$ cat src/design/u2rgb_pkg.sv
// u2rgb_pkg: types, constants and helpers shared by the UYVY to RGB pair converter.
// No dependencies.
`timescale 1ns / 1ps

package u2rgb_pkg;

	localparam int CFG_IDX_W  = 2;
	localparam int CFG_DATA_W = 9;

	typedef enum logic [CFG_IDX_W-1:0] {
		REG_CB_BLUE  = 2'd0,
		REG_CR_RED   = 2'd1,
		REG_CB_GREEN = 2'd2,
		REG_CR_GREEN = 2'd3
	} cfg_reg_t;

	localparam logic [8:0] RST_CB_BLUE  = 9'd454;
	localparam logic [8:0] RST_CR_RED   = 9'd359;
	localparam logic [7:0] RST_CB_GREEN = 8'd88;
	localparam logic [7:0] RST_CR_GREEN = 8'd183;

	typedef struct packed {
		logic [8:0] cb_blue;
		logic [8:0] cr_red;
		logic [7:0] cb_green;
		logic [7:0] cr_green;
	} weights_t;

	// floored chroma terms, shared by both pixels
	typedef struct packed {
		logic signed [9:0] db;
		logic signed [9:0] er;
		logic signed [9:0] g;
	} chroma_terms_t;

	typedef struct packed {
		logic s1;
		logic s2;
		logic out;
	} stage_en_t;

	function automatic logic [7:0] sat_byte(input logic signed [10:0] v);
		logic [7:0] r;
		if (v[10]) begin
			r = 8'd0;
		end else if (v[9:8] != 2'b00) begin
			r = 8'hFF;
		end else begin
			r = v[7:0];
		end
		return r;
	endfunction

endpackage

$ cat src/design/u2rgb_in_if.sv
// u2rgb_in_if: valid/ready channel carrying one UYVY group.
// No dependencies.
`timescale 1ns / 1ps

interface u2rgb_in_if;
	logic       valid;
	logic       ready;
	logic [7:0] chroma_blue;
	logic [7:0] luma_first;
	logic [7:0] chroma_red;
	logic [7:0] luma_second;

	modport source (output valid, chroma_blue, luma_first, chroma_red, luma_second,
		input ready);
	modport sink (input valid, chroma_blue, luma_first, chroma_red, luma_second,
		output ready);
endinterface

$ cat src/design/u2rgb_out_if.sv
// u2rgb_out_if: valid/ready channel carrying two RGB888 pixels.
// No dependencies.
`timescale 1ns / 1ps

interface u2rgb_out_if;
	logic       valid;
	logic       ready;
	logic [7:0] red_first;
	logic [7:0] green_first;
	logic [7:0] blue_first;
	logic [7:0] red_second;
	logic [7:0] green_second;
	logic [7:0] blue_second;

	modport source (output valid, red_first, green_first, blue_first,
		red_second, green_second, blue_second, input ready);
	modport sink (input valid, red_first, green_first, blue_first,
		red_second, green_second, blue_second, output ready);
endinterface

$ cat src/design/u2rgb_chroma.sv
// u2rgb_chroma: two-stage chroma term pipeline (weight products, then floor/sum).
// Depends on u2rgb_pkg.
`timescale 1ns / 1ps

module u2rgb_chroma
	import u2rgb_pkg::*;
(
	input  logic          clk,
	input  stage_en_t     en,
	input  weights_t      weights,
	input  logic [7:0]    chroma_blue,
	input  logic [7:0]    chroma_red,
	output chroma_terms_t terms
);

	logic signed [8:0]  d;
	logic signed [8:0]  e;
	logic signed [18:0] prod_b_s1;
	logic signed [18:0] prod_r_s1;
	logic signed [18:0] prod_gb_s1;
	logic signed [18:0] prod_gr_s1;
	logic signed [18:0] g_sum;
	chroma_terms_t      terms_s2;

	// offset binary minus 128
	assign d = {~chroma_blue[7], ~chroma_blue[7], chroma_blue[6:0]};
	assign e = {~chroma_red[7], ~chroma_red[7], chroma_red[6:0]};

	always_ff @(posedge clk) begin
		if (en.s1) begin
			prod_b_s1  <= $signed({1'b0, weights.cb_blue}) * d;
			prod_r_s1  <= $signed({1'b0, weights.cr_red}) * e;
			prod_gb_s1 <= $signed({2'b00, weights.cb_green}) * d;
			prod_gr_s1 <= $signed({2'b00, weights.cr_green}) * e;
		end
	end

	assign g_sum = prod_gb_s1 + prod_gr_s1;

	// all sums fit in 18 signed bits; arithmetic >> 8 is the floor
	always_ff @(posedge clk) begin
		if (en.s2) begin
			terms_s2.db <= prod_b_s1[17:8];
			terms_s2.er <= prod_r_s1[17:8];
			terms_s2.g  <= g_sum[17:8];
		end
	end

	assign terms = terms_s2;

endmodule

$ cat src/design/u2rgb_lane.sv
// u2rgb_lane: one pixel lane; delays luma, adds or subtracts the chroma terms, saturates to RGB888.
// Depends on u2rgb_pkg.
`timescale 1ns / 1ps

module u2rgb_lane
	import u2rgb_pkg::*;
(
	input  logic          clk,
	input  stage_en_t     en,
	input  logic [7:0]    luma,
	input  chroma_terms_t terms,
	output logic [7:0]    red,
	output logic [7:0]    green,
	output logic [7:0]    blue
);

	logic [7:0]         luma_s1;
	logic [7:0]         luma_s2;
	logic signed [10:0] y_ext;
	logic signed [10:0] r_sum;
	logic signed [10:0] g_sum;
	logic signed [10:0] b_sum;
	logic [7:0]         red_q;
	logic [7:0]         green_q;
	logic [7:0]         blue_q;

	always_ff @(posedge clk) begin
		if (en.s1) begin
			luma_s1 <= luma;
		end
		if (en.s2) begin
			luma_s2 <= luma_s1;
		end
	end

	assign y_ext = $signed({3'b000, luma_s2});
	assign r_sum = y_ext + {terms.er[9], terms.er};
	assign g_sum = y_ext - {terms.g[9], terms.g};
	assign b_sum = y_ext + {terms.db[9], terms.db};

	always_ff @(posedge clk) begin
		if (en.out) begin
			red_q   <= sat_byte(r_sum);
			green_q <= sat_byte(g_sum);
			blue_q  <= sat_byte(b_sum);
		end
	end

	assign red   = red_q;
	assign green = green_q;
	assign blue  = blue_q;

endmodule

$ cat src/design/uyvy_to_rgb_pair.sv
// uyvy_to_rgb_pair: full-range BT.601 UYVY group to two RGB888 pixels.
// Depends on u2rgb_pkg, u2rgb_in_if, u2rgb_out_if, u2rgb_chroma, u2rgb_lane.
// Accepts one UYVY group per clock and delivers one pixel pair per clock while the
// output is not back-pressured. A group loads the product stage on its transfer edge,
// then the chroma term stage, then the output register, which presents the result.
// The four weight multipliers of the product stage set the clock period, not the rate.
// Every stage holds under back-pressure and empty stages fill, so the input keeps
// taking transfers while a result waits in the output register, until the product and
// chroma term stages are both full. Weights are written through the cfg port (index
// 0..3); the user must write them only while the pipeline is empty, the block does not enforce it.
`timescale 1ns / 1ps

module uyvy_to_rgb_pair
	import u2rgb_pkg::*;
(
	input  logic                  clk,
	input  logic                  arst_n,
	input  logic                  cfg_we,
	input  logic [CFG_IDX_W-1:0]  cfg_index,
	input  logic [CFG_DATA_W-1:0] cfg_data,
	u2rgb_in_if.sink              pix_in,
	u2rgb_out_if.source           pix_out
);

	weights_t      weights_q;
	chroma_terms_t terms;
	stage_en_t     en;
	logic          v_s1_q;
	logic          v_s2_q;
	logic          v_out_q;
	logic          ready_s2;

	always_ff @(posedge clk or negedge arst_n) begin
		if (!arst_n) begin
			weights_q.cb_blue  <= RST_CB_BLUE;
			weights_q.cr_red   <= RST_CR_RED;
			weights_q.cb_green <= RST_CB_GREEN;
			weights_q.cr_green <= RST_CR_GREEN;
		end else if (cfg_we) begin
			case (cfg_reg_t'(cfg_index))
				REG_CB_BLUE:  weights_q.cb_blue  <= cfg_data;
				REG_CR_RED:   weights_q.cr_red   <= cfg_data;
				REG_CB_GREEN: weights_q.cb_green <= cfg_data[7:0];
				REG_CR_GREEN: weights_q.cr_green <= cfg_data[7:0];
				default: ;
			endcase
		end
	end

	// stage moves when it holds data and the next stage is free or draining
	assign en.out       = v_s2_q && (!v_out_q || pix_out.ready);
	assign ready_s2     = !v_s2_q || !v_out_q || pix_out.ready;
	assign en.s2        = v_s1_q && ready_s2;
	assign pix_in.ready = !v_s1_q || ready_s2;
	assign en.s1        = pix_in.valid && pix_in.ready;

	always_ff @(posedge clk or negedge arst_n) begin
		if (!arst_n) begin
			v_s1_q  <= 1'b0;
			v_s2_q  <= 1'b0;
			v_out_q <= 1'b0;
		end else begin
			if (en.s1) begin
				v_s1_q <= 1'b1;
			end else if (en.s2) begin
				v_s1_q <= 1'b0;
			end
			if (en.s2) begin
				v_s2_q <= 1'b1;
			end else if (en.out) begin
				v_s2_q <= 1'b0;
			end
			if (en.out) begin
				v_out_q <= 1'b1;
			end else if (pix_out.ready) begin
				v_out_q <= 1'b0;
			end
		end
	end

	u2rgb_chroma u_chroma (
		.clk         (clk),
		.en          (en),
		.weights     (weights_q),
		.chroma_blue (pix_in.chroma_blue),
		.chroma_red  (pix_in.chroma_red),
		.terms       (terms)
	);

	u2rgb_lane u_lane_first (
		.clk   (clk),
		.en    (en),
		.luma  (pix_in.luma_first),
		.terms (terms),
		.red   (pix_out.red_first),
		.green (pix_out.green_first),
		.blue  (pix_out.blue_first)
	);

	u2rgb_lane u_lane_second (
		.clk   (clk),
		.en    (en),
		.luma  (pix_in.luma_second),
		.terms (terms),
		.red   (pix_out.red_second),
		.green (pix_out.green_second),
		.blue  (pix_out.blue_second)
	);

	assign pix_out.valid = v_out_q;

endmodule
$ cat src/flat_wrapper.sv
// flat-port wrapper written by rule: the top's interface ports become plain ports
module uyvy_to_rgb_pair_flat import u2rgb_pkg::*;
  (clk, arst_n, cfg_we, cfg_index, cfg_data, pix_in_valid, pix_in_chroma_blue, pix_in_luma_first, pix_in_chroma_red, pix_in_luma_second, pix_in_ready, pix_out_valid, pix_out_red_first, pix_out_green_first, pix_out_blue_first, pix_out_red_second, pix_out_green_second, pix_out_blue_second, pix_out_ready);
  u2rgb_in_if pix_in_i ();
  u2rgb_out_if pix_out_i ();
  input  logic clk;
  input  logic arst_n;
  input  logic cfg_we;
  input  logic [CFG_IDX_W-1:0] cfg_index;
  input  logic [CFG_DATA_W-1:0] cfg_data;
  input wire logic [$bits(pix_in_i.valid)-1:0] pix_in_valid;
  input wire logic [$bits(pix_in_i.chroma_blue)-1:0] pix_in_chroma_blue;
  input wire logic [$bits(pix_in_i.luma_first)-1:0] pix_in_luma_first;
  input wire logic [$bits(pix_in_i.chroma_red)-1:0] pix_in_chroma_red;
  input wire logic [$bits(pix_in_i.luma_second)-1:0] pix_in_luma_second;
  output wire logic [$bits(pix_in_i.ready)-1:0] pix_in_ready;
  output wire logic [$bits(pix_out_i.valid)-1:0] pix_out_valid;
  output wire logic [$bits(pix_out_i.red_first)-1:0] pix_out_red_first;
  output wire logic [$bits(pix_out_i.green_first)-1:0] pix_out_green_first;
  output wire logic [$bits(pix_out_i.blue_first)-1:0] pix_out_blue_first;
  output wire logic [$bits(pix_out_i.red_second)-1:0] pix_out_red_second;
  output wire logic [$bits(pix_out_i.green_second)-1:0] pix_out_green_second;
  output wire logic [$bits(pix_out_i.blue_second)-1:0] pix_out_blue_second;
  input wire logic [$bits(pix_out_i.ready)-1:0] pix_out_ready;
  assign pix_in_i.valid = pix_in_valid;
  assign pix_in_i.chroma_blue = pix_in_chroma_blue;
  assign pix_in_i.luma_first = pix_in_luma_first;
  assign pix_in_i.chroma_red = pix_in_chroma_red;
  assign pix_in_i.luma_second = pix_in_luma_second;
  assign pix_in_ready = pix_in_i.ready;
  assign pix_out_valid = pix_out_i.valid;
  assign pix_out_red_first = pix_out_i.red_first;
  assign pix_out_green_first = pix_out_i.green_first;
  assign pix_out_blue_first = pix_out_i.blue_first;
  assign pix_out_red_second = pix_out_i.red_second;
  assign pix_out_green_second = pix_out_i.green_second;
  assign pix_out_blue_second = pix_out_i.blue_second;
  assign pix_out_i.ready = pix_out_ready;
  uyvy_to_rgb_pair u_core (.clk(clk), .arst_n(arst_n), .cfg_we(cfg_we), .cfg_index(cfg_index), .cfg_data(cfg_data), .pix_in(pix_in_i), .pix_out(pix_out_i));
endmodule
$ cat config.mk
export PLATFORM = sky130hd
export DESIGN_NAME = uyvy_to_rgb_pair_flat
export DESIGN_NICKNAME = d
export VERILOG_FILES = /design/src/design/u2rgb_pkg.sv /design/src/design/u2rgb_in_if.sv /design/src/design/u2rgb_out_if.sv /design/src/design/u2rgb_chroma.sv /design/src/design/u2rgb_lane.sv /design/src/design/uyvy_to_rgb_pair.sv /design/src/flat_wrapper.sv
export SDC_FILE = /design/constraint.sdc
export NUM_CORES = 1
export LEC_CHECK = 0
export BUFFER_PORTS_ARGS = -buffer_cell sky130_fd_sc_hd__buf_2
export CAP_MARGIN = 10
export CORE_ASPECT_RATIO = 1.2
export CORE_MARGIN = 5
export CORE_UTILIZATION = 60
export DETAILED_ROUTE_END_ITERATION = 7
export PLACE_DENSITY = 0.9
export SYNTH_ARGS = -nofsm -noshare
export SYNTH_HDL_FRONTEND = slang
export SYNTH_SLANG_ARGS = --single-unit
$ cat constraint.sdc
create_clock -name clk -period 10.54 [get_ports clk]
set_input_delay 2.108 -clock clk [delete_from_list [all_inputs] [get_ports clk]]
set_output_delay 2.108 -clock clk [all_outputs]
set_load 0.1 [all_outputs]
Word level (Yosys, flattened, before mapping) --
Index checks and enable logic that the tools add are counted.
Word-level totals: register bits 217, input bits 48, output and inout port bits 50, logic and storage cells 76
Operators by class: $add $sub $neg 7, multiply operators 4, eq/ne operators 3, muxes and demuxes 12, bitwise operators 2, reduce and logical (&&, ||, !) cells 24
Operator list (number):
- two-way mux 8 bit | 6
- adder 9 x 10 -> 11 bit | 4
- multiplier 10 x 8 -> 18 bit | 2
- multiplier 9 x 8 -> 17 bit | 2
- subtractor 9 x 10 -> 11 bit | 2
- adder 17 x 17 -> 18 bit | 1
- nonzero test 2 bit | 9
- AND reduction 2 bit | 4
- two-way mux 1 bit | 6
- == test 2 bit, second input constant | 2
- logical OR 1 bit | 4
- logical AND 1 bit | 3
- logical NOT 1 bit | 3
- == test 2 x 1 -> 1 bit, second input constant | 1
- logical NOT 2 bit | 1
- inverter 1 bit | 2

Depth between registers and ports, before layout --
Gate-level depths: netlist of run 1.
depth after elaboration 6, gate-level depth with buffers 20, mapped depth without buffers 18

Modules after synthesis --
A second synthesis of run 1 with hierarchy kept.
Unflattened totals: cells, all modules 1873, area total of the unflattened synthesis 19562.5 sq um
By module, submodules not included:
- u2rgb_chroma | times used 1, cells an instance 1198, area each 12105.4 sq um, sequential area each 2522.4 sq um
- u2rgb_lane | times used 2, cells an instance 295, area each 3005.4 sq um, sequential area each 1201.2 sq um
- uyvy_to_rgb_pair | times used 1, cells an instance 85, area each 1446.4 sq um, sequential area each 950.9 sq um

Least setup slack after synthesis of run 1 --
OpenSTA, ideal clock, no wires.
path kind input -> register, start point input pix_in_chroma_red[7], end point register u_core.u_chroma.prod_r_s1[16], data pin, setup time 262 ps, arrival time 6589 ps, data required time 10278 ps, setup slack 3689 ps, stages 20, buffers on the path 2, cells stage by stage clkbuf_1 -> clkbuf_1 -> inv_1 -> fa_1 -> inv_1 -> fa_1 -> inv_1 -> fa_1 -> inv_1 -> fa_1 -> inv_1 -> ha_1 -> a21o_1 -> a21oi_1 -> o2bb2ai_1 -> o221a_2 -> o21a_1 -> o21ai_1 -> a21oi_1 -> xor2_1
Between the ends: longest elaborated chain between the ends 2
RTL lines:
- start: declaration | line flat_wrapper.sv:14 | input wire logic [$bits(pix_in_i.chroma_red)-1:0] pix_in_chroma_red;
- inverter 1 bit | line u2rgb_chroma.sv:27 | assign e = {~chroma_red[7], ~chroma_red[7], chroma_red[6:0]};
- multiplier 10 x 8 -> 18 bit | line u2rgb_chroma.sv:32 | prod_r_s1 <= $signed({1'b0, weights.cr_red}) * e;
- end signal: assignment | line u2rgb_chroma.sv:32
- end: declaration | line u2rgb_chroma.sv:19 | logic signed [18:0] prod_r_s1;
Every way passes these cells. A chain may end at the register's enable or synchronous reset.

Worst setup path in the final report of run 1 --
Same ends and word-level chain as after synthesis.

==> out/qor_table.md, run 1 <==
| Result | Reported |
|:---|:---|
| Max transition margin | 28.39% |
| Combinational family with the most area after synthesis | adder cells |
| Buffers inserted during post-CTS setup optimization | 0 |
| Tot GR Track Use | 23.26% |
| Final count of negative-setup-slack endpoints | 0 |
| Simple logic cell fraction of the synthesized area | 14.36% |
| Count of buffer and inverter cells on the critical path | 6 |
| Non-Filler Instances | 2263 |
| Overall die height | 203.1 µm |
| Die footprint | 34710 µm² |
| Worst path max stage delay | 0.59 ns |
| Clock tree from TritonCTS | yes |
| Buffer cell driving the clock tree root | clkbuf_16 |
| Remaining global-route overflow | 0 |
| Hold_buf cts | 0 |
| Via density per instance | 5.726 |
| Count of warnings emitted by yosys | 0 |
| Total detailed-routing wirelength | 39.55 mm |
| Mean instance size in the synthesized netlist | 10.59 µm² |
| Number of input and output port buffers inserted | 97 |
| Standard-cell row count | 70 |
| Wire length of the first global-routing pass | 66.07 mm |
| Number of nets still failing antenna checks after routing | 0 |
| Ratio of final minimum period to clock period | 62.40% |
| Proportion of synthesized chip area in sequential cells | 31.52% |
| Clock tree skew after final layout | 0.01429 ns |
| Cell repeated most along the worst path | inv_1 |
| Number of antenna violations at the first check in global routing | 0 |
| Critical path data required time | 10.79 ns |
| Fraction of final layout cells with drive strength greater than 1 | 12.21% |
| Final RePlAce weighted congestion | 0.9238 |
| Sinks on Clock Net | 201 |
| Static power due to leakage | 0.009386 µW |
| Tot Pwr | 6445 µW |
| Synthesized instance count | 1761 |
| Final max-slew violation count | 0 |
| Cell type of the slowest stage on the worst timing path | fa_1 |
| Total core area | 30570 µm² |
| Nets | 2297 |
| Result of the run | finished clean |
| Setup TNS after final layout | 0 ns |
| Die X | 170.9 µm |
| Capturing element type of the critical path | flip-flop |
| Starting utilization of the core area | 60.99% |
| TritonRoute pass-1 iters | 6 |
| Htree depth | 1 |
| Worst Max-Slew Pin Slew | 1.074 ns |
| Drt drc | 0 |
| Routed vias | 12.96k |
| Area added between synthesis and finish | 8.591% |
| Critical Setup Path Class | input port to flip-flop |
| Synth Area in Compound Gates | 10.13% |
| Crit path time final | 6.577 ns |
| Total instance count after detailed placement | 2223 |
| Wire per inst | 17.48 µm |
| Antenna diode count | 0 |
| Register clock-pin slew on the reported worst setup and hold paths | 0.06 ns |
| Register bit total from synthesis | 201 |
| Final core area utilization | 66.23% |
| Sort of element at the start of the critical path | input port |
| Net Count, Synth | 2207 |
| Routing usage on met1 | 29.39% |
| Final HPWL from detailed placement | 31.13 mm |
| Count of cell types in the netlist | 71 |
| Largest net degree at the start of global routing | 71 |
| Most common flop cell mapped by yosys | edfxtp_1 |
| Most used cells in the layout excluding fill and tap cells | 252 x inv_1, 236 x ha_1, 195 x and2_1, 164 x edfxtp_1, 162 x fa_1 |
| Gates resized, CTS repair | 0 |
| CTS Buf Count | 22 |
| Peak-usage layer in the global routing report | met2 |
| Met3 usage in global routing | 2.337% |
| Share of the synthesized netlist area taken by xor and xnor gates | 2.960% |
| Data arrival time of the worst path | 6.83 ns |
| CTS Buffer Depth | 3 |
| Most common library cell in the layout ignoring fill and taps | inv_1 |
| Worst supply voltage drop on vdd | 0.0002483 V |
| Max-cap violation count | 0 |
| Power density normalized to cell area | 318.4 nW/µm² |
| Top delay family on crit path | adder cells |
| Met2 track demand over resource | 41.44% |
| Share of synthesized area spent on multiplexers | 2.054% |
| Unrepaired setup endpoints after global routing | no |
| CP cell instances | buf_2 -> inv_1 -> fa_1 -> inv_1 -> fa_1 -> inv_1 -> fa_1 -> inv_1 -> fa_1 -> inv_1 -> ha_1 -> a21o_1 -> a21oi_1 -> o2bb2ai_1 -> o221a_2 -> o21a_1 -> o21ai_1 -> a21oi_1 -> xor2_1 |
| Hold Path Class | flip-flop to flip-flop |
| Fraction of the mapped netlist area in adder cells | 33.23% |
| Iteration-0 DRC count of the detailed router | 881 |
| Synth Cell Area | 18640 µm² |
| Number of flops mapped to enable cells by yosys | 164 |
| Number of global-route vias before repair | 13.67k |
| IO Count | 98 |
| Insertion delay to the later sink of the worst-skew pair | 0.51 ns |
| Hold violation count in the final report | 0 |
| F_max | 152.0 MHz |
| Fraction of synthesis flops using an asynchronous set or reset pin | 18.41% |
| Worst-path maximum fanout | 18 |
cell type report:
cell class,count,area [µm²]
sequential,201,5876
fill,2249,10320
clock buffer,26,586.8
inverter,252,945.9
tap,396,495.5
multi-input combinational,1275,11700
timing repair buffer,99,500.5
clock inverter,14,138.9
cells in the mapped netlist, drive strengths merged (3+ instances only):
cell       n  share of area [%]
o21ai     66                1.8
a2111oi    4               0.34
nand2     72                1.4
nor2     107                2.2
and3      11               0.37
o211ai     5               0.23
o31ai      5               0.23
or2       18               0.60
dfstp     20                2.8
o311ai     3               0.14
fa       162                 17
a221oi     5               0.23
o31a       5               0.23
inv      252                5.1
dfrtp     17                2.3
nand4      4               0.13
a31oi      4               0.13
o21bai     6               0.24
mux2      34                2.1
or3        9               0.30
a21o      22               0.89
and2     198                6.6
o22ai      7               0.23
a211oi    12               0.51
ha       236                 16
nand3     10               0.27
a21oi     73                2.0
o21a      22               0.89
nor3      22               0.59
nand3b     4               0.16
nand2b    18               0.60
a22oi      5               0.20
clkbuf    33               0.66
nor2b     22               0.74
o221a      3               0.18
a41o       3               0.16
a21boi     6               0.28
edfxtp   164                 26
xor2      19               0.89
xnor2     44                2.1
state kept, by name (all words and copies together) (netlist names), 8 cells and up:
name,cells
u_core.u_lane_first.green,8
u_core.u_chroma.prod_b_s1,10
u_core.u_lane_second.blue,8
u_core.u_chroma.prod_r_s1,10
u_core.u_lane_second.red,8
u_core.u_lane_first.red,8
u_core.u_chroma.prod_gr_s1,17
u_core.u_lane_first.luma_s2,8
u_core.u_lane_first.blue,8
u_core.weights_q,34
u_core.u_lane_second.luma_s1,8
u_core.u_chroma.prod_gb_s1,17
u_core.u_lane_first.luma_s1,8
u_core.u_chroma.terms,30
u_core.u_lane_second.green,8
u_core.u_lane_second.luma_s2,8
cells by family (layout without fill, tap and decap cells):
logic type      after synthesis  count (layout)
fa+ha+maj                   398             398
simple gates                503             503
buf+inv                     285             391
flops                       201             201
compound gates              277             277
xor+xnor                     63              63
mux                          34              34
power by group:
group	total [µW]	internal [µW]	switching, µW	leakage, µW
Clock	775	451	323	0.000357
Sequential	1490	1330	158	0.00200
Combinational	4180	1670	2510	0.00703
per-stage QoR:
step / area (µm²) / hold WS, ns / setup slack, ns
global placement: 19520 / 0.4006 / 3.657
CTS: 20240 / 0.4102 / 4.011
floorplan: 18640 / 0.4003 / 3.689
detailed placement: 19520 / 0.4052 / 3.482
finish: 20240 / 0.4129 / 3.963
global route: 20240 / 0.4232 / 3.765
path summary, 6_finish.rpt:
kind                                          startpoint                             to  slack, ns  depth (start not counted)
setup reg to reg                    u_core.weights_q[23]  u_core.u_chroma.prod_r_s1[16]       5.50                         18
max in group asynchronous                         arst_n           u_core.weights_q[23]       8.22                          1
hold reg to reg            u_core.u_chroma.prod_b_s1[15]      u_core.u_chroma.terms[27]       0.41                          0
hold / removal             u_core.u_chroma.prod_b_s1[15]      u_core.u_chroma.terms[27]       0.41                          0
min in group asynchronous                         arst_n           u_core.weights_q[25]       1.74                          1
setup / recovery                    pix_in_chroma_red[7]  u_core.u_chroma.prod_r_s1[16]       3.96                         19
metal layers:
metal | share of wire [%] | vias to the layer above
met1 | 41 | 6351
met5 | 0 | -
met2 | 51 | 363
li1 | - | 6148
met4 | 4.0 | 0
met3 | 4.5 | 97
Note: power is estimated with default switching activity, not from simulation.
==> run 2: changes to the inputs <==
--- a/config.mk
+++ b/config.mk
@@ -5,6 +5,7 @@
 export SDC_FILE = /design/constraint.sdc
 export NUM_CORES = 1
 export LEC_CHECK = 0
+export ABC_AREA = 1
 export BUFFER_PORTS_ARGS = -buffer_cell sky130_fd_sc_hd__buf_2
 export CAP_MARGIN = 10
 export CORE_ASPECT_RATIO = 1.2
==> constraint.sdc (replaced) <==
create_clock -name clk -period 6.6 [get_ports clk]
set_input_delay 1.32 -clock clk [delete_from_list [all_inputs] [get_ports clk]]
set_output_delay 1.32 -clock clk [all_outputs]
set_load 0.1 [all_outputs]
==> run 2 against run 1 <==
Against the previous run:
- via count rose by 19%
- worst hold slack improved by 0.0037 ns
- sequential power rose by 54%
- clock power rose by 65%
- non-clock buffer count rose by 1
==> out/qor_table.md, run 2 <==
| Result | Reported | Delta |
|:---|:---|:---|
| Result of the run | finished clean |  |
| Unrepaired setup endpoints after global routing | no |  |
| Static power due to leakage | 0.01234 µW | +31% |
| Die X | 177.1 µm | +3.6% |
| Non-Filler Instances | 3003 | +33% |
| Overall die height | 210.6 µm | +3.7% |
| Final count of negative-setup-slack endpoints | 0 | unchanged |
| Number of nets still failing antenna checks after routing | 0 | unchanged |
| Gates resized, CTS repair | 0 | unchanged |
| Fraction of final layout cells with drive strength greater than 1 | 7.129% | -5.1 points |
| Post-synthesis cell type with the largest combined area | edfxtp_1 |  |
| Most common cell in the synthesized netlist | nand2_1 |  |
| Clock tree from TritonCTS | yes |  |
| Via density per instance | 5.147 | -10% |
| Dominant cells by area after synthesis | edfxtp_1 24%, fa_1 16%, ha_1 15%, nand2_1 12%, inv_1 11% |  |
| Total core area | 33160 µm² | +8.5% |
| Final RePlAce weighted congestion | 0.9745 | +5.5% |
| CP cell instances | buf_2 -> inv_1 -> fa_1 -> inv_1 -> fa_1 -> inv_1 -> fa_1 -> inv_1 -> fa_1 -> inv_1 -> ha_1 -> o21ai_0 -> inv_1 -> a21o_1 -> nand2_1 -> nand2_1 -> nand2_1 -> nand2_1 |  |
| Simple logic cell fraction of the synthesized area | 20.33% | +6.0 points |
| Antenna diode count | 0 | unchanged |
| Nets | 2983 | +30% |
| Insertion delay to the later sink of the worst-skew pair | 0.51 ns | about the same |
| Setup slack of the worst register-to-register path | 2.20 ns | -3.30 ns |
| Register clock-pin slew on the reported worst setup and hold paths | 0.06 ns | about the same |
| Hold violation count in the final report | 0 | unchanged |
| Worst-path maximum fanout | 17 | -1 |
| Crit path time final | 5.075 ns |  |
| Capturing element type of the critical path | flip-flop |  |
| Final HPWL from detailed placement | 35.69 mm | +15% |
| CTS Buf Count | 22 | unchanged |
| Share of the synthesized netlist area taken by xor and xnor gates | 3.048% | +0.089 points |
| Most common flop cell mapped by yosys | edfxtp_1 |  |
| Total detailed-routing wirelength | 43.52 mm | +10% |
| Iteration-0 DRC count of the detailed router | 934 | +6.0% |
| Sinks on Clock Net | 201 | unchanged |
| Number of antenna violations at the first check in global routing | 0 | unchanged |
| TritonRoute pass-1 iters | 5 | -1 |
| Starting utilization of the core area | 60.66% | -0.33 points |
| Tot GR Track Use | 24.01% | +0.75 points |
| Critical Setup Path Class | input port to flip-flop |  |
| Worst path max stage delay | 0.57 ns | -0.02 ns |
| Share of synthesized area spent on multiplexers | 0% | -2.1 points |
| Wire per inst | 14.49 µm | -17% |
| Most used cells in the layout excluding fill and tap cells | 636 x nand2_1, 576 x inv_1, 236 x ha_1, 209 x nor2_1, 164 x edfxtp_1 |  |
| Setup TNS after final layout | 0 ns | unchanged |
| Max transition margin | 40.58% | +12 points |
| Post-synth top cells | 636 x nand2_1, 577 x inv_1, 236 x ha_1 |  |
| Number of flops mapped to enable cells by yosys | 164 | unchanged |
| Routed vias | 15.46k | +19% |
| Die footprint | 37300 µm² | +7.4% |
| Count of warnings emitted by yosys | 0 | unchanged |
| Mean instance size in the synthesized netlist | 8.100 µm² | -23% |
| Max-cap violation count | 0 | unchanged |
| Crit path launch | pix_in_chroma_red[7] |  |
| Hold_buf cts | 0 | unchanged |
| Number of input and output port buffers inserted | 97 | unchanged |
| Wire length of the first global-routing pass | 73.93 mm | +12% |
| Buffers inserted during post-CTS setup optimization | 0 | unchanged |
| F_max | 197.0 MHz |  |
| Final max-slew violation count | 0 | unchanged |
| Worst reg2reg path depth | 18 | unchanged |
| Drt drc | 0 | unchanged |
| Worst Max-Slew Pin Slew | 0.8913 ns | -0.1829 ns |
| Proportion of synthesized chip area in sequential cells | 29.21% | -2.3 points |
| Hold path start | u_core.u_lane_first.luma_s1[0] |  |
| Total instance count after detailed placement | 2963 | +33% |
| Area added between synthesis and finish | 7.870% |  |
| Remaining global-route overflow | 0 | unchanged |
| Combinational family with the most area after synthesis | adder cells |  |
| Most common library cell in the layout ignoring fill and taps | nand2_1 |  |
| Buffer cell driving the clock tree root | clkbuf_16 |  |
| Sort of element at the start of the critical path | input port |  |
| Data arrival time of the worst path | 5.35 ns | -1.48 ns |
| Hold Path Class | flip-flop to flip-flop |  |
| Cell repeated most along the worst path | inv_1 |  |
| Register bit total from synthesis | 201 | unchanged |
| Count of cell types in the netlist | 34 | -52% |
| Number of global-route vias before repair | 15.82k | +16% |
| Fraction of synthesis flops using an asynchronous set or reset pin | 18.41% | unchanged |
| Top cell type's share of synthesized area | 24.49% | -1.9 points |
| Htree depth | 1 | unchanged |
| Power density normalized to cell area | 447.6 nW/µm² | +41% |
| Top register by number of flip-flops | u_core.weights_q |  |
| Clock tree skew after final layout | 0.01281 ns | -0.001482 ns |
| Fraction of the mapped netlist area in adder cells | 30.81% | -2.4 points |
| Net Count, Synth | 2929 | +33% |
| Startpoint of the worst-slack reg-to-reg timing path | u_core.weights_q[6] |  |
| Synth Cell Area | 20110 µm² | +7.9% |
| Worst hold endpoint | u_core.u_lane_first.luma_s2[0] |  |
| Number of cells traversed by the worst hold path | 0 | unchanged |
| Synthesized instance count | 2483 | +41% |
| Cell type of the slowest stage on the worst timing path | fa_1 |  |
| Standard-cell row count | 73 | +4.3% |
| Ratio of final minimum period to clock period | 76.89% |  |
| Worst supply voltage drop on vdd | 0.0001902 V | -23% |
| Synth Area in Compound Gates | 4.430% | -5.7 points |
| Critical R2R Capture | u_core.u_chroma.prod_gr_s1[14] |  |
| Largest net degree at the start of global routing | 71 | unchanged |
| Largest register FFs | 34 | unchanged |
| Critical path data required time | 6.88 ns | -3.91 ns |
| IO Count | 98 | unchanged |
| CTS Buffer Depth | 3 | unchanged |
==> run 2: changes by cell type after synthesis, moves of 16 or more <==
cell / before / now
o21a_1: 22 / 1
xor2_1: 19 / 36
inv_1: 252 / 577
and2_1: 198 / 2
nor2b_1: 22 / 0
nor2_1: 107 / 210
nand2b_1: 18 / 0
mux2_2: 34 / 0
clkbuf_1: 33 / 68
nand3_1: 10 / 110
nor3_1: 22 / 6
nand2_1: 72 / 636
==> run 2: final cells by class <==
cell class	count	area [µm²]
Inverter	578	2170
Timing Repair Buffer	100	508.0
Sequential cell	201	5876
Clock inverter	12	153.9
Tap cell	450	563.0
Multi-Input combinational cell	1634	11810
Fill cell	2703	11460
Clock buffer	28	616.8
==> run 2: worst max path at each step <==
stage,end,cells after the start
floorplan,u_core.u_chroma.prod_gr_s1[14],18
global placement,u_core.u_chroma.prod_gr_s1[14],18
detailed placement,u_core.u_chroma.prod_gr_s1[14],18
CTS,u_core.u_chroma.prod_gr_s1[14],18
global route,u_core.u_chroma.prod_gr_s1[14],18
finish,u_core.u_chroma.prod_gr_s1[14],18
==> run 2: stage by stage <==
step           hold slack [ns]  setup slack, ns  utilization [%]  power [µW]  instance area (µm²)
3_5_place_dp            0.4054            1.038            63.11        8386                20920
3_3_place_gp            0.4018            1.102            63.11        8205                20920
6_report                0.4166            1.525            65.43        9711                21690
4_1_cts                 0.4177            1.573            65.43        9729                21690
2_1_floorplan           0.4003            1.267                -        7042                20110
5_1_grt                 0.4268            1.314            65.43       10660                21690
==> run 2: critical path, delay by kind of cell <==
family / cells / cell delay [ns]
buffers and inverters: 7 / 0.81
and+or+nand+nor: 4 / 0.24
adders and majority gates: 5 / 2.39
AOI/OAI and AO/OA: 2 / 0.57
==> run 2: layer usage <==
metal  part of all wire [%]  track usage, %
met5                      0               0
met1                     40           29.74
met4                    4.1           9.394
met2                     50           43.20
met3                    5.3           2.457
==> run 2: report_power, final <==
part	switching (µW)	internal, µW
clock	496	787
sequential	270	2030
combinational	4040	2090
==> run 2: cells by family (layout without fill, tap and decap cells) <==
| group | Yosys count | count (layout) |
|---|---|---|
| flops | 201 | 201 |
| fa+ha+maj | 398 | 398 |
| xor+xnor | 70 | 70 |
| buf+inv | 648 | 718 |
| simple gates | 1007 | 1007 |
| compound gates | 159 | 159 |
